--- src/hw/rtl/assert_macros.svh ---
// Assertion macros shared by the RTL that carries checks
`ifndef ASSERT_MACROS_SVH
`define ASSERT_MACROS_SVH

// Condition holds at every clock edge outside reset
`define ASSERT_ALWAYS(label, clk, rst, cond, msg) \
  label: assert property (@(posedge clk) disable iff (rst) (cond)) else $error(msg);

// Consequent holds in the same cycle as the antecedent
`define ASSERT_IMPLIES(label, clk, rst, ante, cons, msg) \
  label: assert property (@(posedge clk) disable iff (rst) (ante) |-> (cons)) else $error(msg);

// Consequent holds in the cycle after the antecedent
`define ASSERT_NEXT(label, clk, rst, ante, cons, msg) \
  label: assert property (@(posedge clk) disable iff (rst) (ante) |=> (cons)) else $error(msg);

`endif

--- src/hw/rtl/hsc_pkg.sv ---
// Types, constants and position helpers for the Hamming SEC codec
`timescale 1ns / 1ps
`default_nettype none

package hsc_pkg;

  localparam int CODE_W = 64;
  localparam int DATA_W = 57;
  localparam int POS_W  = 7;

  localparam logic [POS_W-1:0] MIN_CODE_LENGTH   = 7'd3;
  localparam logic [POS_W-1:0] RESET_CODE_LENGTH = 7'd7;

  typedef enum logic {
    OP_ENCODE = 1'b0,
    OP_DECODE = 1'b1
  } op_t;

  // position p (1-based) holds a parity bit when p is a power of two
  function automatic logic is_pow2(int unsigned p);
    return (p & (p - 1)) == 0;
  endfunction

  function automatic int unsigned floor_log2(int unsigned p);
    int unsigned r;
    r = 0;
    for (int unsigned v = p; v > 1; v = v >> 1) begin
      r = r + 1;
    end
    return r;
  endfunction

  // data bit index carried at non-parity position p
  function automatic int unsigned data_index(int unsigned p);
    return p - floor_log2(p) - 2;
  endfunction

  // codeword bits whose position has syndrome bit b set
  function automatic logic [CODE_W-1:0] syndrome_mask(int unsigned b);
    logic [CODE_W-1:0] m;
    m = '0;
    for (int unsigned i = 0; i < CODE_W; i++) begin
      m[i] = (((i + 1) >> b) & 1) != 0;
    end
    return m;
  endfunction

endpackage

`default_nettype wire

--- src/hw/rtl/hamming_sec_codec.sv ---
// Hamming single-error-correcting codec, top level
//
// One item per clock cycle. An item is taken at a rising edge with start high
// and busy low; busy is high only while rst is asserted. Each item passes an
// input register and then a result register: the result is on the output
// ports, with done high, once the result register has taken it; done
// is high for a single cycle per item. The
// receiver cannot stall, so results must be
// captured when done is high. Operation 0 encodes data_in into code_out
// (other result fields zero); operation 1 decodes code_in, corrects one bit
// when the syndrome points inside the codeword, and returns data_out with the
// flags (code_out zero). The codeword length n is set through cfg_we /
// cfg_wdata, clamped to 3..MAX_CODE_LENGTH, resets to 7, and must only be
// written while no item is in flight. Codeword bit i-1 is position i; parity
// sits at power-of-two positions, data fills the rest in ascending order.
// A syndrome above n raises syndrome_out_of_range and leaves data uncorrected.
`timescale 1ns / 1ps
`default_nettype none
`include "assert_macros.svh"

module hamming_sec_codec #(
  parameter int MAX_CODE_LENGTH = 64
) (
  input  wire logic                         clk,
  input  wire logic                         rst,
  // item handshake
  input  wire logic                         start,
  output logic                              busy,
  // input fields
  input  wire logic                         operation,
  input  wire logic [hsc_pkg::DATA_W-1:0]   data_in,
  input  wire logic [hsc_pkg::CODE_W-1:0]   code_in,
  // code length register
  input  wire logic                         cfg_we,
  input  wire logic [hsc_pkg::POS_W-1:0]    cfg_wdata,
  // result
  output logic                              done,
  output logic      [hsc_pkg::CODE_W-1:0]   code_out,
  output logic      [hsc_pkg::DATA_W-1:0]   data_out,
  output logic                              error_corrected,
  output logic      [hsc_pkg::POS_W-1:0]    error_position,
  output logic                              syndrome_out_of_range
);

  localparam int CW = hsc_pkg::CODE_W;
  localparam int DW = hsc_pkg::DATA_W;
  localparam int PW = hsc_pkg::POS_W;
  localparam logic [PW-1:0] MAX_LEN = PW'(MAX_CODE_LENGTH);

  // ---------------------------------------------------------------------------
  // Code length register, clamped on write
  // ---------------------------------------------------------------------------
  logic [PW-1:0] code_length;
  logic [PW-1:0] code_length_next;

  always_comb begin
    if (cfg_wdata < hsc_pkg::MIN_CODE_LENGTH) begin
      code_length_next = hsc_pkg::MIN_CODE_LENGTH;
    end else if (cfg_wdata > MAX_LEN) begin
      code_length_next = MAX_LEN;
    end else begin
      code_length_next = cfg_wdata;
    end
  end

  always_ff @(posedge clk) begin
    if (rst) begin
      code_length <= hsc_pkg::RESET_CODE_LENGTH;
    end else if (cfg_we) begin
      code_length <= code_length_next;
    end
  end

  // ---------------------------------------------------------------------------
  // Input register
  // ---------------------------------------------------------------------------
  assign busy = rst;

  logic          in_valid;
  hsc_pkg::op_t  in_op;
  logic [DW-1:0] in_data;
  logic [CW-1:0] in_code;

  always_ff @(posedge clk) begin
    if (rst) begin
      in_valid <= 1'b0;
    end else begin
      in_valid <= start && !busy;
    end
  end

  always_ff @(posedge clk) begin
    if (start && !busy) begin
      in_op   <= hsc_pkg::op_t'(operation);
      in_data <= data_in;
      in_code <= code_in;
    end
  end

  // ---------------------------------------------------------------------------
  // Codec datapath
  // ---------------------------------------------------------------------------
  logic [CW-1:0] len_mask;     // positions 1..n
  logic [CW-1:0] scattered;    // data placed at non-parity positions
  logic [CW-1:0] code_masked;
  logic [CW-1:0] syn_in;
  logic [PW-1:0] syndrome;
  logic [CW-1:0] flip;
  logic [CW-1:0] corrected;
  logic [CW-1:0] encoded;
  logic [DW-1:0] extracted;
  logic          in_range;
  logic          out_of_range;

  for (genvar i = 0; i < CW; i++) begin : g_pos
    assign len_mask[i] = PW'(i) < code_length;
    assign flip[i]     = (syndrome == PW'(i + 1)) && len_mask[i];
    if (hsc_pkg::is_pow2(i + 1)) begin : g_parity
      localparam int B = hsc_pkg::floor_log2(i + 1);
      assign scattered[i] = 1'b0;
      assign encoded[i]   = syndrome[B] && len_mask[i];
    end else begin : g_data
      localparam int J = hsc_pkg::data_index(i + 1);
      assign scattered[i] = in_data[J] && len_mask[i];
      assign encoded[i]   = scattered[i];
      assign extracted[J] = corrected[i];
    end
  end

  assign code_masked = in_code & len_mask;
  // one syndrome unit serves both directions
  assign syn_in      = (in_op == hsc_pkg::OP_DECODE) ? code_masked : scattered;
  assign corrected   = code_masked ^ flip;

  hsc_syndrome u_syndrome (
    .code     (syn_in),
    .syndrome (syndrome)
  );

  assign in_range     = (syndrome != '0) && (syndrome <= code_length);
  assign out_of_range = syndrome > code_length;

  // ---------------------------------------------------------------------------
  // Result register
  // ---------------------------------------------------------------------------
  always_ff @(posedge clk) begin
    if (rst) begin
      done <= 1'b0;
    end else begin
      done <= in_valid;
    end
  end

  always_ff @(posedge clk) begin
    if (in_valid) begin
      if (in_op == hsc_pkg::OP_DECODE) begin
        code_out              <= '0;
        data_out              <= extracted;
        error_corrected       <= in_range;
        error_position        <= syndrome;
        syndrome_out_of_range <= out_of_range;
      end else begin
        code_out              <= encoded;
        data_out              <= '0;
        error_corrected       <= 1'b0;
        error_position        <= '0;
        syndrome_out_of_range <= 1'b0;
      end
    end
  end

  // ---------------------------------------------------------------------------
  // Assertions
  // ---------------------------------------------------------------------------
  `ASSERT_NEXT(a_item_taken, clk, rst, start && !busy, in_valid, "item not taken")
  `ASSERT_NEXT(a_item_gives_result, clk, rst, in_valid, done, "item lost")
  `ASSERT_IMPLIES(a_result_has_item, clk, rst, done, $past(in_valid), "spurious result")
  `ASSERT_ALWAYS(a_flags_exclusive, clk, rst, !(done && error_corrected && syndrome_out_of_range), "both error flags set")
  `ASSERT_IMPLIES(a_corr_in_range, clk, rst, done && error_corrected, (error_position != '0) && (error_position <= code_length), "correction outside codeword")

endmodule

`default_nettype wire

--- src/hw/rtl/hsc_syndrome.sv ---
// Syndrome generator: XOR of the positions of all set codeword bits
`timescale 1ns / 1ps
`default_nettype none

module hsc_syndrome (
  input  wire logic [hsc_pkg::CODE_W-1:0] code,
  output logic      [hsc_pkg::POS_W-1:0]  syndrome
);

  always_comb begin
    for (int b = 0; b < hsc_pkg::POS_W; b++) begin
      syndrome[b] = ^(code & hsc_pkg::syndrome_mask(b));
    end
  end

endmodule

`default_nettype wire
--- config.mk ---
export PLATFORM = sky130hd
export DESIGN_NAME = hamming_sec_codec
export DESIGN_NICKNAME = d
export VERILOG_FILES = /design/src/hw/rtl/hsc_pkg.sv /design/src/hw/rtl/hamming_sec_codec.sv /design/src/hw/rtl/hsc_syndrome.sv
export VERILOG_INCLUDE_DIRS = /design/src /design/src/hw/rtl
export SDC_FILE = /design/constraint.sdc
export NUM_CORES = 1
export LEC_CHECK = 0
export BUFFER_PORTS_ARGS = -buffer_cell sky130_fd_sc_hd__buf_4
export CAP_MARGIN = 20
export CORE_MARGIN = 2
export CORE_UTILIZATION = 51
export CTS_CLUSTER_DIAMETER = 30
export DETAILED_ROUTE_END_ITERATION = 7
export PLACE_DENSITY = 0.85
export SYNTH_ARGS = -nofsm -noshare
export SYNTH_HDL_FRONTEND = slang
export SYNTH_SLANG_ARGS = --single-unit
--- constraint.sdc ---
create_clock -name clk -period 5.9 [get_ports clk]
set_input_delay 0.295 -clock clk [delete_from_list [all_inputs] [get_ports clk]]
set_output_delay 0.295 -clock clk [all_outputs]
set_load 0.02 [all_outputs]
Word-level counts from Yosys, hierarchy flattened
Index checks and enable logic that the tools add are counted.
{ "classes": {"order_cmp": 68, "div": 0, "n_addsub": 0, "n_mul": 0, "shift": 0, "n_reduce_logical": 138, "n_bitwise": 2, "eq_ne": 63, "n_mux": 3} }
{ "op_table": {"columns": ["cell", "n"], "rows": [
  ["$reduce_xor 64->1", 7],
  ["$eq 7x6->1 const B", 32],
  ["$lt 6x7->1 const A", 32],
  ["$logic_and 1x1->1", 129],
  ["$eq 7x5->1 const B", 16],
  ["$lt 5x7->1 const A", 16],
  ["$and 64x64->64", 1],
  ["$mux 64", 1],
  ["$xor 63x63->63", 1],
  ["$eq 7x4->1 const B", 8],
  ["$lt 4x7->1 const A", 8],
  ["$eq 7x3->1 const B", 4],
  ["$lt 3x7->1 const A", 4],
  ["$eq 7x2->1 const B", 2],
  ["$lt 1x7->1 const A", 2],
  ["$lt 2x7->1 const A", 2],
  ["$mux 7", 2],
  ["$eq 7x1->1 const B", 1],
  ["$gt 7x7->1", 1],
  ["$gt 7x7->1 const B", 1],
  ["$le 7x7->1", 1],
  ["$lt 7x2->1 const B", 1],
  ["$reduce_bool 7->1", 1],
  ["$logic_not 1->1", 1]
]} }
{ "word_totals": {"ff_bits": 261, "mem_count": 0, "mem_bits_rw": 0, "elab_cells": 285, "romBits": 0, "latchBits": 0} }

Logic depth before layout (Yosys ltp)
Gate-level depths: netlist of run 1.
{ "depth": {"word_depth": 7, "depth_mapped": 21, "mapped_depth_nobuf": 16} }

Cells and area by module
A second synthesis of run 1 with hierarchy kept.
{ "hier_totals": {"cells_unflattened": 992, "hier_area_um2": 12371.9} }
{ "by_module_without_submodules": {"columns": ["module", "area_each_um2", "instances", "cells_per_inst"], "rows": [
  ["hamming_sec_codec", 11313.4, 1, 886],
  ["hsc_syndrome", 1058.5, 1, 106]
]} }

Worst setup path after synthesis of run 1
OpenSTA, ideal clock, no wires.
{ "synth_path": {"kind": "in2reg", "from": "input rst", "to": "register in_code[0] (enable)", "setup_time_ps": 621, "t_arrival_ps": 5712, "slack_ps": -433, "required_time_ps": 5279, "stages": 1, "cell_sequence": "nor2b_1"} }
{ "synth_via": {"elab_chain_cells": 2} }
{ "synth_rtl": {"columns": ["element", "line", "rtl"], "rows": [
  ["start, declared", "hamming_sec_codec.sv:25", "input wire logic rst,"],
  ["$logic_not 1->1", "hamming_sec_codec.sv:93", "if (start && !busy) begin"],
  ["$logic_and 1x1->1", "hamming_sec_codec.sv:93", null],
  ["end signal, assigned", "hamming_sec_codec.sv:96", "in_code <= code_in;"],
  ["end, declared", "hamming_sec_codec.sv:82", "logic [CW-1:0] in_code;"]
]} }
No other way between the ends.
A chain may end at the register's enable or synchronous reset.

Worst setup path after layout of run 1
{ "layout_path": {"from": "register code_length[5]", "to": "register syndrome_out_of_range (data pin)"} }
{ "layout_via": {"elab_chain_cells": 5, "word_cells_on_any_way": 131, "classes_between": "order compare (65); mux (1); bitwise (1); reduce/logical (64)"} }
{ "layout_rtl": {"columns": ["element", "line", "rtl"], "rows": [
  ["start, declared", "hamming_sec_codec.sv:53", "logic [PW-1:0] code_length;"],
  ["start signal, assigned", "hamming_sec_codec.sv:68", "code_length <= hsc_pkg::RESET_CODE_LENGTH;"],
  ["start signal, assigned", "hamming_sec_codec.sv:70", "code_length <= code_length_next;"],
  ["$lt 1x7->1 (tied with other cells)", "hamming_sec_codec.sv:116", "assign len_mask[i] = PW'(i) < code_length;"],
  ["$and 64x64->64 / $logic_and 1x1->1 (equally long branches)", "hamming_sec_codec.sv:130, hamming_sec_codec.sv:124", null],
  ["$mux 64", "hamming_sec_codec.sv:132", "assign syn_in = (in_op == hsc_pkg::OP_DECODE) ? code_masked : scattered;"],
  ["$reduce_xor 64->1", "hsc_syndrome.sv:12", "syndrome[b] = ^(code & hsc_pkg::syndrome_mask(b));"],
  ["$gt 7x7->1 *", "hamming_sec_codec.sv:141", "assign out_of_range = syndrome > code_length;"],
  ["end signal, assigned", "hamming_sec_codec.sv:161", "syndrome_out_of_range <= out_of_range;"],
  ["end, declared", "hamming_sec_codec.sv:42", "output logic syndrome_out_of_range"]
]} }
Mark *: on every way between the ends. The rest lies on a longest branch, timed or not.

==> results of run 1 <==
metrics by stage:
stage | area (µm²) | setup WS, ns | utilization | hold slack, ns
floorplan | 13700 | 1.48 | - | 0.364
global placement | 16200 | 0.752 | 0.606 | 0.474
detailed placement | 16200 | 0.729 | 0.606 | 0.474
CTS | 19200 | 0.700 | 0.720 | 0.0706
global route | 19200 | 0.422 | 0.720 | 0.105
finish | 19200 | 0.512 | 0.720 | 0.0897
layout make-up:
cell class	instances	area, µm²	share of cell area
sequential	261	7750	0.404
multi-input combinational	740	5560	0.289
timing repair buffer	433	3600	0.188
inverter	16	60.1	0.00313
tap	341	427	0.0222
clock inverter	38	510	0.0266
clock buffer	54	1290	0.0671
Yosys cell counts, types with 9 or more instances:
| master | instances |
|---|---|
| xnor2_1 | 87 |
| o21ai_0 | 22 |
| a31oi_1 | 10 |
| nand2b_1 | 12 |
| nor2_1 | 64 |
| and2_1 | 18 |
| clkbuf_1 | 20 |
| nand4_2 | 9 |
| nor3_2 | 34 |
| xor2_1 | 27 |
| nand2_1 | 71 |
| nor3_1 | 55 |
| a21oi_1 | 52 |
| inv_1 | 12 |
| mux2_2 | 9 |
| edfxtp_1 | 252 |
| nor3b_1 | 21 |
| buf_4 | 15 |
| a211oi_1 | 26 |
| buf_2 | 28 |
| o211ai_1 | 9 |
| and3_1 | 18 |
| nand3_1 | 11 |
| xnor3_1 | 15 |
| dfxtp_1 | 9 |
| mux2i_1 | 45 |
worst paths after layout:
check,start,to,slack [ns],cells past startpoint
worst min-delay path,cfg_wdata[5],code_length[5],0.09,3
worst min register to register,in_data[33],code_out[39],0.59,1
worst max register to register,code_length[5],syndrome_out_of_range,0.51,16
worst max-delay path,code_length[5],syndrome_out_of_range,0.51,16
flip-flops by register name (all words and copies together), names as in the netlist:
signal                 cells
in_valid                   1
in_code                   64
in_data                   57
data_out                  57
syndrome_out_of_range      1
code_length                7
done                       1
error_position             7
code_out                  64
error_corrected            1
in_op                      1
where the power goes:
part	leakage [nW]	switching, W	internal [W]
registers	2.48	0.0000933	0.00220
logic	4.10	0.00198	0.00103
clock network	0.875	0.00103	0.00204
total	7.45	0.00311	0.00526
cells by family (layout without fill, tap and decap cells):
kind of cell,Yosys count,count (layout)
mux,54,54
fa+ha+maj,7,7
buf+inv,84,541
compound gates,175,175
xor+xnor,139,139
flops,261,261
simple gates,365,365
worst max-delay path: cells and delay by family, from the launching register on:
family,cells,cell delay (ns)
AOI/OAI and AO/OA,7,1.79
xor gates and xnor gates,3,1.23
DFF,1,0.87
and+or+nand+nor,3,0.62
buffers and inverters,2,0.42
adders and majority gates,1,0.22
layer usage:
metal	global-route usage	vias up	share of wire
met1	0.427	5484	0.37
met3	0.0715	173	0.10
met2	0.552	811	0.48
met5	0	-	0
li1	-	4925	-
met4	0.154	0	0.047
what timing repair did:
| item | CTS | global route |
|---|---|---|
| gates resized for setup | 0 | 0 |
| endpoints found under the setup margin | 0 | 0 |
| endpoints found under the hold margin | 125 | 0 |
| hold buffers | 124 | 0 |
cells in the final DEF, fill, tap and decap left out, drive strengths merged, types with 21 or more instances in the layout:
master       Yosys  final
buf             48    309
edfxtp         252    252
dlygate4sd3      0    124
xnor2           89     89
nor3            89     89
nand2           71     71
nor2            64     64
a21oi           54     54
clkbuf          20     54
mux2i           45     45
xor2            29     29
a211oi          28     28
inv             15     27
o21ai           26     26
nor3b           21     21
==> impl_metrics.prom, run 1 <==
# TYPE chip_impl_metric gauge
chip_impl_info{name="outcome",value="finished clean"} 1
chip_impl_metric{name="min_period_over_period",unit=""} 0.913
chip_impl_metric{name="port_buffer_count",unit=""} 264
chip_impl_metric{name="drt_iter0_drc",unit=""} 1528
chip_impl_info{name="timing_worst_setup_path_type",value="register to register"} 1
chip_impl_metric{name="gr-total-overflow",unit=""} 0
chip_impl_metric{name="post-route-drc-count",unit=""} 0
chip_impl_metric{name="hpwl",unit="µm"} 31800
chip_impl_metric{name="syn2layout_area_growth",unit="%"} 39.8
chip_impl_metric{name="critical_path_arrival",unit="ns"} 5.68
chip_impl_metric{name="syn-num-nets",unit=""} 1223
chip_impl_info{name="end_kind",value="register"} 1
chip_impl_metric{name="globalplace.congestion",unit=""} 1.00
chip_impl_metric{name="fillers",unit=""} 1664
chip_impl_metric{name="syn-mean-instance-area",unit="µm²"} 12.6
chip_impl_metric{name="timing.critical_path.required",unit="ns"} 6.19
chip_impl_metric{name="clk_transition_reported_paths",unit="ns"} 0.05
chip_impl_metric{name="initial_core_utilization",unit=""} 0.515
chip_impl_metric{name="max_slew_margin",unit=""} 0.317
chip_impl_info{name="synth_top_family_by_area",value="simple AND/OR/NAND/NOR gates"} 1
chip_impl_metric{name="grt_start_max_net_pins",unit=""} 76
chip_impl_metric{name="synthMuxAreaShare",unit=""} 0.0402
chip_impl_info{name="holdCritPathClass",value="input pin to register"} 1
chip_impl_metric{name="finalSetupViolations",unit=""} 0
chip_impl_metric{name="slew_violations",unit=""} 0
chip_impl_metric{name="total_power",unit="W"} 0.00837
chip_impl_metric{name="cpPeakStageDelay",unit="ns"} 0.87
chip_impl_metric{name="placement_rows",unit=""} 60
chip_impl_metric{name="clock_sink_count",unit=""} 261
chip_impl_metric{name="top_level_ports",unit=""} 265
chip_impl_metric{name="synth_seq_area_share",unit=""} 0.564
chip_impl_metric{name="cts.path.max_buffers",unit=""} 3
chip_impl_metric{name="fp.dieH",unit="µm"} 168
chip_impl_metric{name="dp_cells",unit=""} 1667
chip_impl_metric{name="clk-insertion-delay-late",unit="ns"} 0.55
chip_impl_metric{name="synth-compound-area-share",unit=""} 0.0855
chip_impl_metric{name="via_per_inst",unit=""} 6.05
chip_impl_metric{name="synthesis.instances",unit=""} 1085
chip_impl_metric{name="final_ant_viol_nets",unit=""} 0
chip_impl_metric{name="drive_gt1_frac",unit=""} 0.309
chip_impl_metric{name="detailedRoute.firstPassIterationCount",unit=""} 6
chip_impl_metric{name="setup_tns",unit="ns"} 0
chip_impl_metric{name="power.static_leakage",unit="nW"} 7.45
chip_impl_metric{name="initial_antenna_violation_count",unit=""} 0
chip_impl_metric{name="routed_wire_length_per_instance",unit="µm"} 25.5
chip_impl_metric{name="peakVddDrop",unit="mV"} 0.281
chip_impl_info{name="ys.flop_type",value="edfxtp_1"} 1
chip_impl_info{name="yosysTopAreaCell",value="edfxtp_1"} 1
chip_impl_info{name="root_buffer_master",value="clkbuf_16"} 1
chip_impl_metric{name="synth_fa_ha_area_frac",unit=""} 0.00602
chip_impl_info{name="ys_top_cells_by_area",value="edfxtp_1 55%, xnor2_1 5.6%, mux2i_1 3.3%"} 1
chip_impl_info{name="crit_path_top_cell_by_count",value="xnor3_1"} 1
chip_impl_info{name="crit_chain",value="and4bb_1, buf_4, a21o_1, a21oi_1, a211oi_1, xnor3_1, xnor3_1, xnor3_1, inv_2, ha_1, nor2b_1, o2111ai_1, a41oi_1, o21ai_0, o311ai_0, and4_1"} 1
chip_impl_metric{name="routed-via-count",unit=""} 11393
chip_impl_metric{name="final_period_minus_worst_setup_slack",unit="ns"} 5.39
chip_impl_metric{name="max_frequency",unit="MHz"} 186
chip_impl_metric{name="yosys_register_bits",unit=""} 261
chip_impl_metric{name="maxCapViolCount",unit=""} 0
chip_impl_metric{name="syn-cell-area",unit="µm²"} 13700
chip_impl_metric{name="final_hold_viol_count",unit=""} 0
chip_impl_metric{name="wire_length_of_the_first_global_routing_pass",unit="µm"} 70700
chip_impl_metric{name="clock_skew",unit="ns"} 0.0286
chip_impl_metric{name="post_synth_num_cell_types",unit=""} 84
chip_impl_metric{name="crit_fanout",unit=""} 22
chip_impl_metric{name="placeableCoreArea",unit="µm²"} 26700
chip_impl_metric{name="totalWireLength",unit="µm"} 48100
chip_impl_info{name="critPathLaunchType",value="register"} 1
chip_impl_metric{name="cts_buffers",unit=""} 50
chip_impl_metric{name="dieWidth",unit="µm"} 168
chip_impl_metric{name="first_global_vias",unit=""} 11555
chip_impl_info{name="rsz_0062_raised_after_global_routing",value="no"} 1
chip_impl_metric{name="finish.net_count",unit=""} 1640
chip_impl_metric{name="n_antenna_cell",unit=""} 0
chip_impl_metric{name="cts_post_setup_buffers_inserted",unit=""} 0
chip_impl_metric{name="ys.warnings.count",unit=""} 0
chip_impl_metric{name="yosys.area_share.simple",unit=""} 0.158
chip_impl_metric{name="finish.cell_count_without_fillers",unit=""} 1883
chip_impl_metric{name="tightestPinTransition",unit="ns"} 1.02
chip_impl_metric{name="cts-htree-levels",unit=""} 2
chip_impl_info{name="tritoncts",value="done"} 1
chip_impl_metric{name="synthArstFlopShare",unit=""} 0
chip_impl_metric{name="pwr_density_cell",unit="nW/µm²"} 436
chip_impl_metric{name="post_synth_xor_area_fraction",unit=""} 0.114
chip_impl_info{name="timing.critical_path.slowest_stage_cell",value="dfxtp_1"} 1
chip_impl_metric{name="synth-edff-count",unit=""} 252
chip_impl_metric{name="globalRouteTotalUtil",unit=""} 0.335
chip_impl_metric{name="yosys.area.top_type_share",unit=""} 0.551
chip_impl_metric{name="floorplan.die_area",unit="µm²"} 28200
Power figures use the tool's default switching activity.
==> run 2, diff against run 1 <==
--- a/config.mk
+++ b/config.mk
@@ -9,10 +9,10 @@
 export BUFFER_PORTS_ARGS = -buffer_cell sky130_fd_sc_hd__buf_4
 export CAP_MARGIN = 20
 export CORE_MARGIN = 2
-export CORE_UTILIZATION = 51
+export CORE_UTILIZATION = 55
 export CTS_CLUSTER_DIAMETER = 30
 export DETAILED_ROUTE_END_ITERATION = 7
-export PLACE_DENSITY = 0.85
+export PLACE_DENSITY = 0.87
 export SYNTH_ARGS = -nofsm -noshare
 export SYNTH_HDL_FRONTEND = slang
 export SYNTH_SLANG_ARGS = --single-unit
==> constraint.sdc (replaced) <==
create_clock -name clk -period 5.3 [get_ports clk]
set_input_delay 0.265 -clock clk [delete_from_list [all_inputs] [get_ports clk]]
set_output_delay 0.265 -clock clk [all_outputs]
set_load 0.02 [all_outputs]
==> run 2 against run 1 <==
Against the previous run:
- combinational power grew 28%
- highest routed layer unchanged
- maximum frequency grew 5.8%
- sequential cell count is the same
- wire length grew 5.7%
==> impl_metrics.prom, run 2 (synthesis results as in run 1) <==
# TYPE chip_impl_metric gauge
chip_impl_metric{name="totalWireLength",unit="µm"} 50800
chip_impl_metric{name="clk-insertion-delay-late",unit="ns"} 0.58
chip_impl_metric{name="globalRouteTotalUtil",unit=""} 0.380
chip_impl_metric{name="placement_rows",unit=""} 57
chip_impl_info{name="crit_path_top_cell_by_count",value="xnor3_1"} 1
chip_impl_info{name="mostFrequentLayoutCells",value="364 x buf_4, 252 x edfxtp_1, 126 x dlygate4sd3_1"} 1
chip_impl_metric{name="clk_transition_reported_paths",unit="ns"} 0.06
chip_impl_metric{name="crit_fanout",unit=""} 62
chip_impl_metric{name="dieWidth",unit="µm"} 162
chip_impl_metric{name="post-route-drc-count",unit=""} 0
chip_impl_metric{name="drt_iter0_drc",unit=""} 1463
chip_impl_metric{name="routed-via-count",unit=""} 11850
chip_impl_info{name="r2r_start",value="in_op"} 1
chip_impl_metric{name="clock_sink_count",unit=""} 261
chip_impl_metric{name="max_frequency",unit="MHz"} 196
chip_impl_metric{name="setup.reg_to_reg.worst_slack",unit="ns"} 0.21
chip_impl_metric{name="placement.cell_area",unit="µm²"} 16600
chip_impl_metric{name="drive_gt1_frac",unit=""} 0.335
chip_impl_metric{name="n_antenna_cell",unit=""} 0
chip_impl_metric{name="clock_skew",unit="ns"} 0.0318
chip_impl_info{name="rsz_0062_raised_after_global_routing",value="no"} 1
chip_impl_info{name="timing.critical_path.slowest_stage_cell",value="xnor3_1"} 1
chip_impl_metric{name="maxCapViolCount",unit=""} 0
chip_impl_metric{name="initial_antenna_violation_count",unit=""} 0
chip_impl_metric{name="timing.reg2reg.worst_path_depth",unit=""} 13
chip_impl_metric{name="setup_tns",unit="ns"} 0
chip_impl_info{name="timing.critical_path.from",value="in_op"} 1
chip_impl_info{name="crit_chain",value="buf_12, mux2i_1, or4_1, o21ai_1, xor2_1, xnor3_1, xnor3_2, xnor3_1, nand4_1, buf_4, nor3_1, xnor2_1, nor3b_1"} 1
chip_impl_metric{name="detailedRoute.firstPassIterationCount",unit=""} 6
chip_impl_info{name="reg.largest.list",value="code_out (64), in_code (64)"} 1
chip_impl_metric{name="final_hold_viol_count",unit=""} 0
chip_impl_metric{name="dp_cells",unit=""} 1708
chip_impl_metric{name="hpwl",unit="µm"} 32700
chip_impl_metric{name="pwr_density_cell",unit="nW/µm²"} 486
chip_impl_metric{name="slew_violations",unit=""} 0
chip_impl_metric{name="via_per_inst",unit=""} 6.14
chip_impl_metric{name="cts.path.max_buffers",unit=""} 3
chip_impl_info{name="crit_end",value="data_out[12]"} 1
chip_impl_metric{name="timing.critical_path.depth",unit=""} 13
chip_impl_metric{name="max_slew_margin",unit=""} 0.363
chip_impl_metric{name="postLayoutCoreUtil",unit=""} 0.804
chip_impl_info{name="timing_worst_setup_path_type",value="register to register"} 1
chip_impl_info{name="end_kind",value="register"} 1
chip_impl_metric{name="cpPeakStageDelay",unit="ns"} 0.76
chip_impl_metric{name="gr-total-overflow",unit=""} 0
chip_impl_metric{name="port_buffer_count",unit=""} 264
chip_impl_metric{name="timing.critical_path.required",unit="ns"} 5.68
chip_impl_metric{name="tightestPinTransition",unit="ns"} 0.952
chip_impl_info{name="critical_path.reg2reg.endpoint",value="data_out[12]"} 1
chip_impl_metric{name="finish.net_count",unit=""} 1704
chip_impl_metric{name="final_area",unit="µm²"} 19600
chip_impl_info{name="outcome",value="finished clean"} 1
chip_impl_metric{name="grt_start_max_net_pins",unit=""} 63
chip_impl_metric{name="routed_wire_length_per_instance",unit="µm"} 26.3
chip_impl_metric{name="min_period_over_period",unit=""} 0.961
chip_impl_metric{name="critical_path.n_buffers_inverters",unit=""} 2
chip_impl_metric{name="fp.dieH",unit="µm"} 162
chip_impl_metric{name="globalplace.congestion",unit=""} 0.979
chip_impl_metric{name="peakVddDrop",unit="mV"} 0.416
chip_impl_metric{name="final_period_minus_worst_setup_slack",unit="ns"} 5.09
chip_impl_metric{name="floorplan.die_area",unit="µm²"} 26200
chip_impl_metric{name="cts-htree-levels",unit=""} 2
chip_impl_metric{name="wire_length_of_the_first_global_routing_pass",unit="µm"} 73700
chip_impl_metric{name="critical_path_arrival",unit="ns"} 5.47
chip_impl_info{name="critPathLaunchType",value="register"} 1
chip_impl_info{name="root_buffer_master",value="clkbuf_16"} 1
chip_impl_info{name="critPathTopFamily",value="XOR/XNOR gates"} 1
chip_impl_info{name="most_common_cell_after_layout_fill_and_taps_aside",value="buf_4"} 1
chip_impl_metric{name="finish.cell_count_without_fillers",unit=""} 1929
chip_impl_metric{name="syn2layout_area_growth",unit="%"} 42.9
chip_impl_metric{name="final_ant_viol_nets",unit=""} 0
chip_impl_metric{name="top_level_ports",unit=""} 265
chip_impl_metric{name="finalSetupViolations",unit=""} 0
chip_impl_info{name="holdCritPathClass",value="input pin to register"} 1
chip_impl_metric{name="cts_buffers",unit=""} 48
chip_impl_metric{name="first_global_vias",unit=""} 12111
chip_impl_info{name="tritoncts",value="done"} 1
chip_impl_metric{name="power.static_leakage",unit="nW"} 7.70
chip_impl_metric{name="initial_core_utilization",unit=""} 0.563
chip_impl_metric{name="placeableCoreArea",unit="µm²"} 24400
-- run 2: worst min-delay path by stage --
stage,start,to,slack (ns),cells past startpoint
after floorplan,rst,code_length[5],0.33,1
after global placement,data_in[12],in_data[12],0.44,1
after detailed placement,data_in[27],in_data[27],0.44,1
after CTS,cfg_wdata[2],code_length[2],0.03,3
after global routing,cfg_wdata[2],code_length[2],0.04,3
final,cfg_wdata[2],code_length[2],0.05,3
-- run 2: worst reg2reg max path, stage by stage (launching register included) --
cell	delay, ns
edfxtp_1	0.70
buf_12	0.35
mux2i_1	0.29
or4_1	0.57
o21ai_1	0.13
xor2_1	0.24
xnor3_1	0.39
xnor3_2	0.30
xnor3_1	0.76
nand4_1	0.37
buf_4	0.25
nor3_1	0.19
xnor2_1	0.10
nor3b_1	0.27
-- run 2: power breakdown --
group          switching (W)  internal [W]
registers          0.0000994       0.00244
logic                0.00239       0.00146
clock network        0.00122       0.00191
total                0.00370       0.00582
-- run 2: metrics by stage --
| step | worst slack [ns] | hold slack, ns | power, W |
|---|---|---|---|
| 4_1_cts | 0.207 | 0.0258 | 0.00933 |
| 6_report | 0.209 | 0.0525 | 0.00952 |
| 5_1_grt | 0.0592 | 0.0385 | 0.00970 |
| 3_3_place_gp | 0.317 | 0.444 | 0.00617 |
| 2_1_floorplan | 0.885 | 0.334 | 0.00471 |
| 3_5_place_dp | 0.308 | 0.444 | 0.00617 |
-- run 2: repair_timing --
item,CTS,global route
resized for setup,0,1
endpoints found under the setup margin,0,1
hold endpoints to repair,127,0
setup buffers,0,6
hold buffers,126,0
-- run 2: cell type report --
cell class,count,area (µm²)
clock inverter,38,445
multi-input combinational,740,5560
tap,324,405
inverter,16,60.1
fill,1322,4780
timing repair buffer,499,4170
sequential,261,7750
clock buffer,51,1210
-- run 2: metal layers --
| metal | up-vias | share of wire | track usage |
|---|---|---|---|
| met2 | 916 | 0.49 | 0.656 |
| met1 | 5700 | 0.35 | 0.462 |
| met5 | - | 0 | 0 |
| met4 | 0 | 0.049 | 0.169 |
| li1 | 5041 | - | - |
| met3 | 193 | 0.10 | 0.0804 |
==> run 3, diff against run 2 <==
--- a/config.mk
+++ b/config.mk
@@ -8,11 +8,13 @@
 export LEC_CHECK = 0
 export BUFFER_PORTS_ARGS = -buffer_cell sky130_fd_sc_hd__buf_4
 export CAP_MARGIN = 20
+export CELL_PAD_IN_SITES_DETAIL_PLACEMENT = 0
+export CELL_PAD_IN_SITES_GLOBAL_PLACEMENT = 1
 export CORE_MARGIN = 2
-export CORE_UTILIZATION = 55
+export CORE_UTILIZATION = 45
 export CTS_CLUSTER_DIAMETER = 30
 export DETAILED_ROUTE_END_ITERATION = 7
-export PLACE_DENSITY = 0.87
+export PLACE_DENSITY = 0.89
 export SYNTH_ARGS = -nofsm -noshare
 export SYNTH_HDL_FRONTEND = slang
 export SYNTH_SLANG_ARGS = --single-unit
==> run 3 against run 2 <==
Against the previous run:
- global-route usage shrank 8.5 points
- cell count grew 2.3%
- via count shrank 6.4%
- non-clock buffer count shrank 26
- die area grew 22%
- clock power grew 4%
- sequential power is essentially flat
- largest cell class unchanged
- highest routed layer unchanged
==> impl_metrics.prom, run 3 (synthesis results as in run 1) <==
# TYPE chip_impl_metric gauge
chip_impl_info{name="outcome",value="finished clean"} 1
chip_impl_metric{name="clk-insertion-delay-late",unit="ns"} 0.57
chip_impl_metric{name="met3WireLength",unit="µm"} 3940
chip_impl_metric{name="peakVddDrop",unit="mV"} 0.319
chip_impl_metric{name="cts_post_setup_buffers_inserted",unit=""} 0
chip_impl_metric{name="switching_share",unit=""} 0.369
chip_impl_metric{name="finalSetupViolations",unit=""} 0
chip_impl_metric{name="pwr_density_cell",unit="nW/µm²"} 477
chip_impl_metric{name="cts.path.max_buffers",unit=""} 3
chip_impl_metric{name="fp.dieH",unit="µm"} 179
chip_impl_info{name="rsz_0062_raised_after_global_routing",value="no"} 1
chip_impl_metric{name="syn2layout_area_growth",unit="%"} 42.1
chip_impl_metric{name="globalplace.congestion",unit=""} 0.943
chip_impl_info{name="timing_worst_setup_path_type",value="register to register"} 1
chip_impl_metric{name="n_antenna_cell",unit=""} 0
chip_impl_metric{name="cts_buffers",unit=""} 51
chip_impl_info{name="root_buffer_master",value="clkbuf_16"} 1
chip_impl_metric{name="max_slew_margin",unit=""} 0.327
chip_impl_metric{name="dieWidth",unit="µm"} 179
chip_impl_metric{name="power.static_leakage",unit="nW"} 7.62
chip_impl_info{name="critPathLaunchType",value="register"} 1
chip_impl_metric{name="cts-htree-levels",unit=""} 2
chip_impl_metric{name="combinationalPowerShare",unit=""} 0.377
chip_impl_metric{name="initial_core_utilization",unit=""} 0.459
chip_impl_metric{name="maxCapViolCount",unit=""} 0
chip_impl_info{name="mostFrequentLayoutCells",value="346 x buf_4, 252 x edfxtp_1, 124 x dlygate4sd3_1"} 1
chip_impl_metric{name="hpwl",unit="µm"} 33000
chip_impl_metric{name="totalWireLength",unit="µm"} 47100
chip_impl_metric{name="slew_violations",unit=""} 0
chip_impl_metric{name="port_buffer_count",unit=""} 264
chip_impl_metric{name="gr-total-overflow",unit=""} 0
chip_impl_info{name="holdCritPathClass",value="input pin to register"} 1
chip_impl_metric{name="detailedRoute.firstPassIterationCount",unit=""} 8
chip_impl_metric{name="critical_path_arrival",unit="ns"} 5.30
chip_impl_metric{name="final_hold_viol_count",unit=""} 0
chip_impl_metric{name="met2_wirelength",unit="µm"} 23000
chip_impl_metric{name="grt_start_max_net_pins",unit=""} 64
chip_impl_metric{name="via_per_inst",unit=""} 5.62
chip_impl_metric{name="min_period_over_period",unit=""} 0.945
chip_impl_metric{name="drt_iter0_drc",unit=""} 1028
chip_impl_metric{name="floorplan.die_area",unit="µm²"} 31900
chip_impl_metric{name="final_period_minus_worst_setup_slack",unit="ns"} 5.01
chip_impl_info{name="most_common_cell_after_layout_fill_and_taps_aside",value="buf_4"} 1
chip_impl_metric{name="tightestPinTransition",unit="ns"} 1.01
chip_impl_metric{name="portion_of_total_power_attributed_to_the_clock_network",unit=""} 0.351
chip_impl_metric{name="placement_rows",unit=""} 63
chip_impl_metric{name="placeableCoreArea",unit="µm²"} 29900
chip_impl_metric{name="total_switching_power",unit="W"} 0.00344
chip_impl_info{name="reg.largest.list",value="code_out (64), in_code (64)"} 1
chip_impl_info{name="tritoncts",value="done"} 1
chip_impl_metric{name="p_int",unit="W"} 0.00587
chip_impl_metric{name="routed-via-count",unit=""} 11091
chip_impl_metric{name="max_frequency",unit="MHz"} 200
chip_impl_metric{name="final_ant_viol_nets",unit=""} 0
chip_impl_metric{name="drive_gt1_frac",unit=""} 0.325
chip_impl_metric{name="routed_wire_length_per_instance",unit="µm"} 23.9
chip_impl_metric{name="crit_fanout",unit=""} 30
chip_impl_metric{name="sequentialPowerShare",unit=""} 0.272
chip_impl_metric{name="timing.critical_path.required",unit="ns"} 5.59
chip_impl_info{name="highest-signal-layer",value="met4"} 1
chip_impl_metric{name="dp_worst_setup_slack",unit="ns"} 0.437
chip_impl_info{name="end_kind",value="register"} 1
chip_impl_metric{name="first_global_vias",unit=""} 11497
chip_impl_metric{name="clock_sink_count",unit=""} 261
chip_impl_metric{name="post-route-drc-count",unit=""} 0
chip_impl_metric{name="met1Wirelength",unit="µm"} 19000
chip_impl_metric{name="globalRouteTotalUtil",unit=""} 0.295
chip_impl_metric{name="setup_tns",unit="ns"} 0
chip_impl_metric{name="wire_length_of_the_first_global_routing_pass",unit="µm"} 69200
chip_impl_metric{name="post-route-worst-setup-slack",unit="ns"} 0.293
chip_impl_metric{name="top_level_ports",unit=""} 265
chip_impl_metric{name="clk_transition_reported_paths",unit="ns"} 0.05
chip_impl_metric{name="finish.net_count",unit=""} 1681
chip_impl_metric{name="initial_antenna_violation_count",unit=""} 1
chip_impl_metric{name="clock_skew",unit="ns"} 0.0266
[run 3: through the flow]
stage	total power [W]	hold WS [ns]	cell area [µm²]	std cells	utilization
finish	0.00931	0.0296	19500	1974	0.653
global route	0.00960	0.0489	19500	1974	0.653
CTS	0.00924	0.0189	19500	1974	0.653
detailed placement	0.00593	0.444	16500	1756	0.553
global placement	0.00593	0.444	16500	1756	0.553
floorplan	0.00471	0.334	13700	1085	-
[run 3: repair_timing]
item | in CTS | in global routing
hold buffers | 124 | 0
endpoints found under the hold margin | 126 | 0
endpoints found under the setup margin | 0 | 0
resized for setup | 0 | 0
[run 3: routing by layer]
metal  vias to the layer above  GRT usage
met2                       630      0.489
met3                        92     0.0512
li1                       5015          -
met5                         -          0
met1                      5354      0.394
met4                         0     0.0945
[run 3: final timing paths]
kind / start / endpoint / slack, ns / depth (start not counted)
hold / removal: cfg_wdata[6] / code_length[2] / 0.03 / 2
setup reg to reg: in_op / data_out[2] / 0.29 / 13
hold reg to reg: in_data[27] / code_out[33] / 0.58 / 1
setup / recovery: in_op / data_out[2] / 0.29 / 13
[run 3: cell type report]
type / instances / area, µm²
fillers: 2207 / 10400
flip-flops and latches: 261 / 7750
multi-input cells: 740 / 5550
repair buffers: 473 / 3900
clock buffers: 55 / 1310
well taps: 390 / 488
clock inverters: 39 / 440
inverters: 16 / 60.1
[run 3: worst max-delay path: stages, from the launching register on]
cell and delay, ns:
edfxtp_1 0.77, buf_4 0.42, mux2_2 0.42, o211a_1 0.13
a21oi_1 0.48, nand2_1 0.13, xnor3_1 0.24, xnor3_2 0.32
xnor3_1 0.64, buf_4 0.23, nand4_2 0.26, nor3_1 0.41
xnor2_1 0.17, nor2_1 0.09
[run 3: power by group through the flow]
| stage | combinational [W] | sequential, W | clock [W] |
|---|---|---|---|
| floorplan | 0.00208 | 0.00263 | 0 |
| global route | 0.00367 | 0.00254 | 0.00338 |
| global placement | 0.00337 | 0.00257 | 0 |
| finish | 0.00351 | 0.00253 | 0.00327 |
| CTS | 0.00345 | 0.00253 | 0.00326 |
| detailed placement | 0.00336 | 0.00257 | 0 |
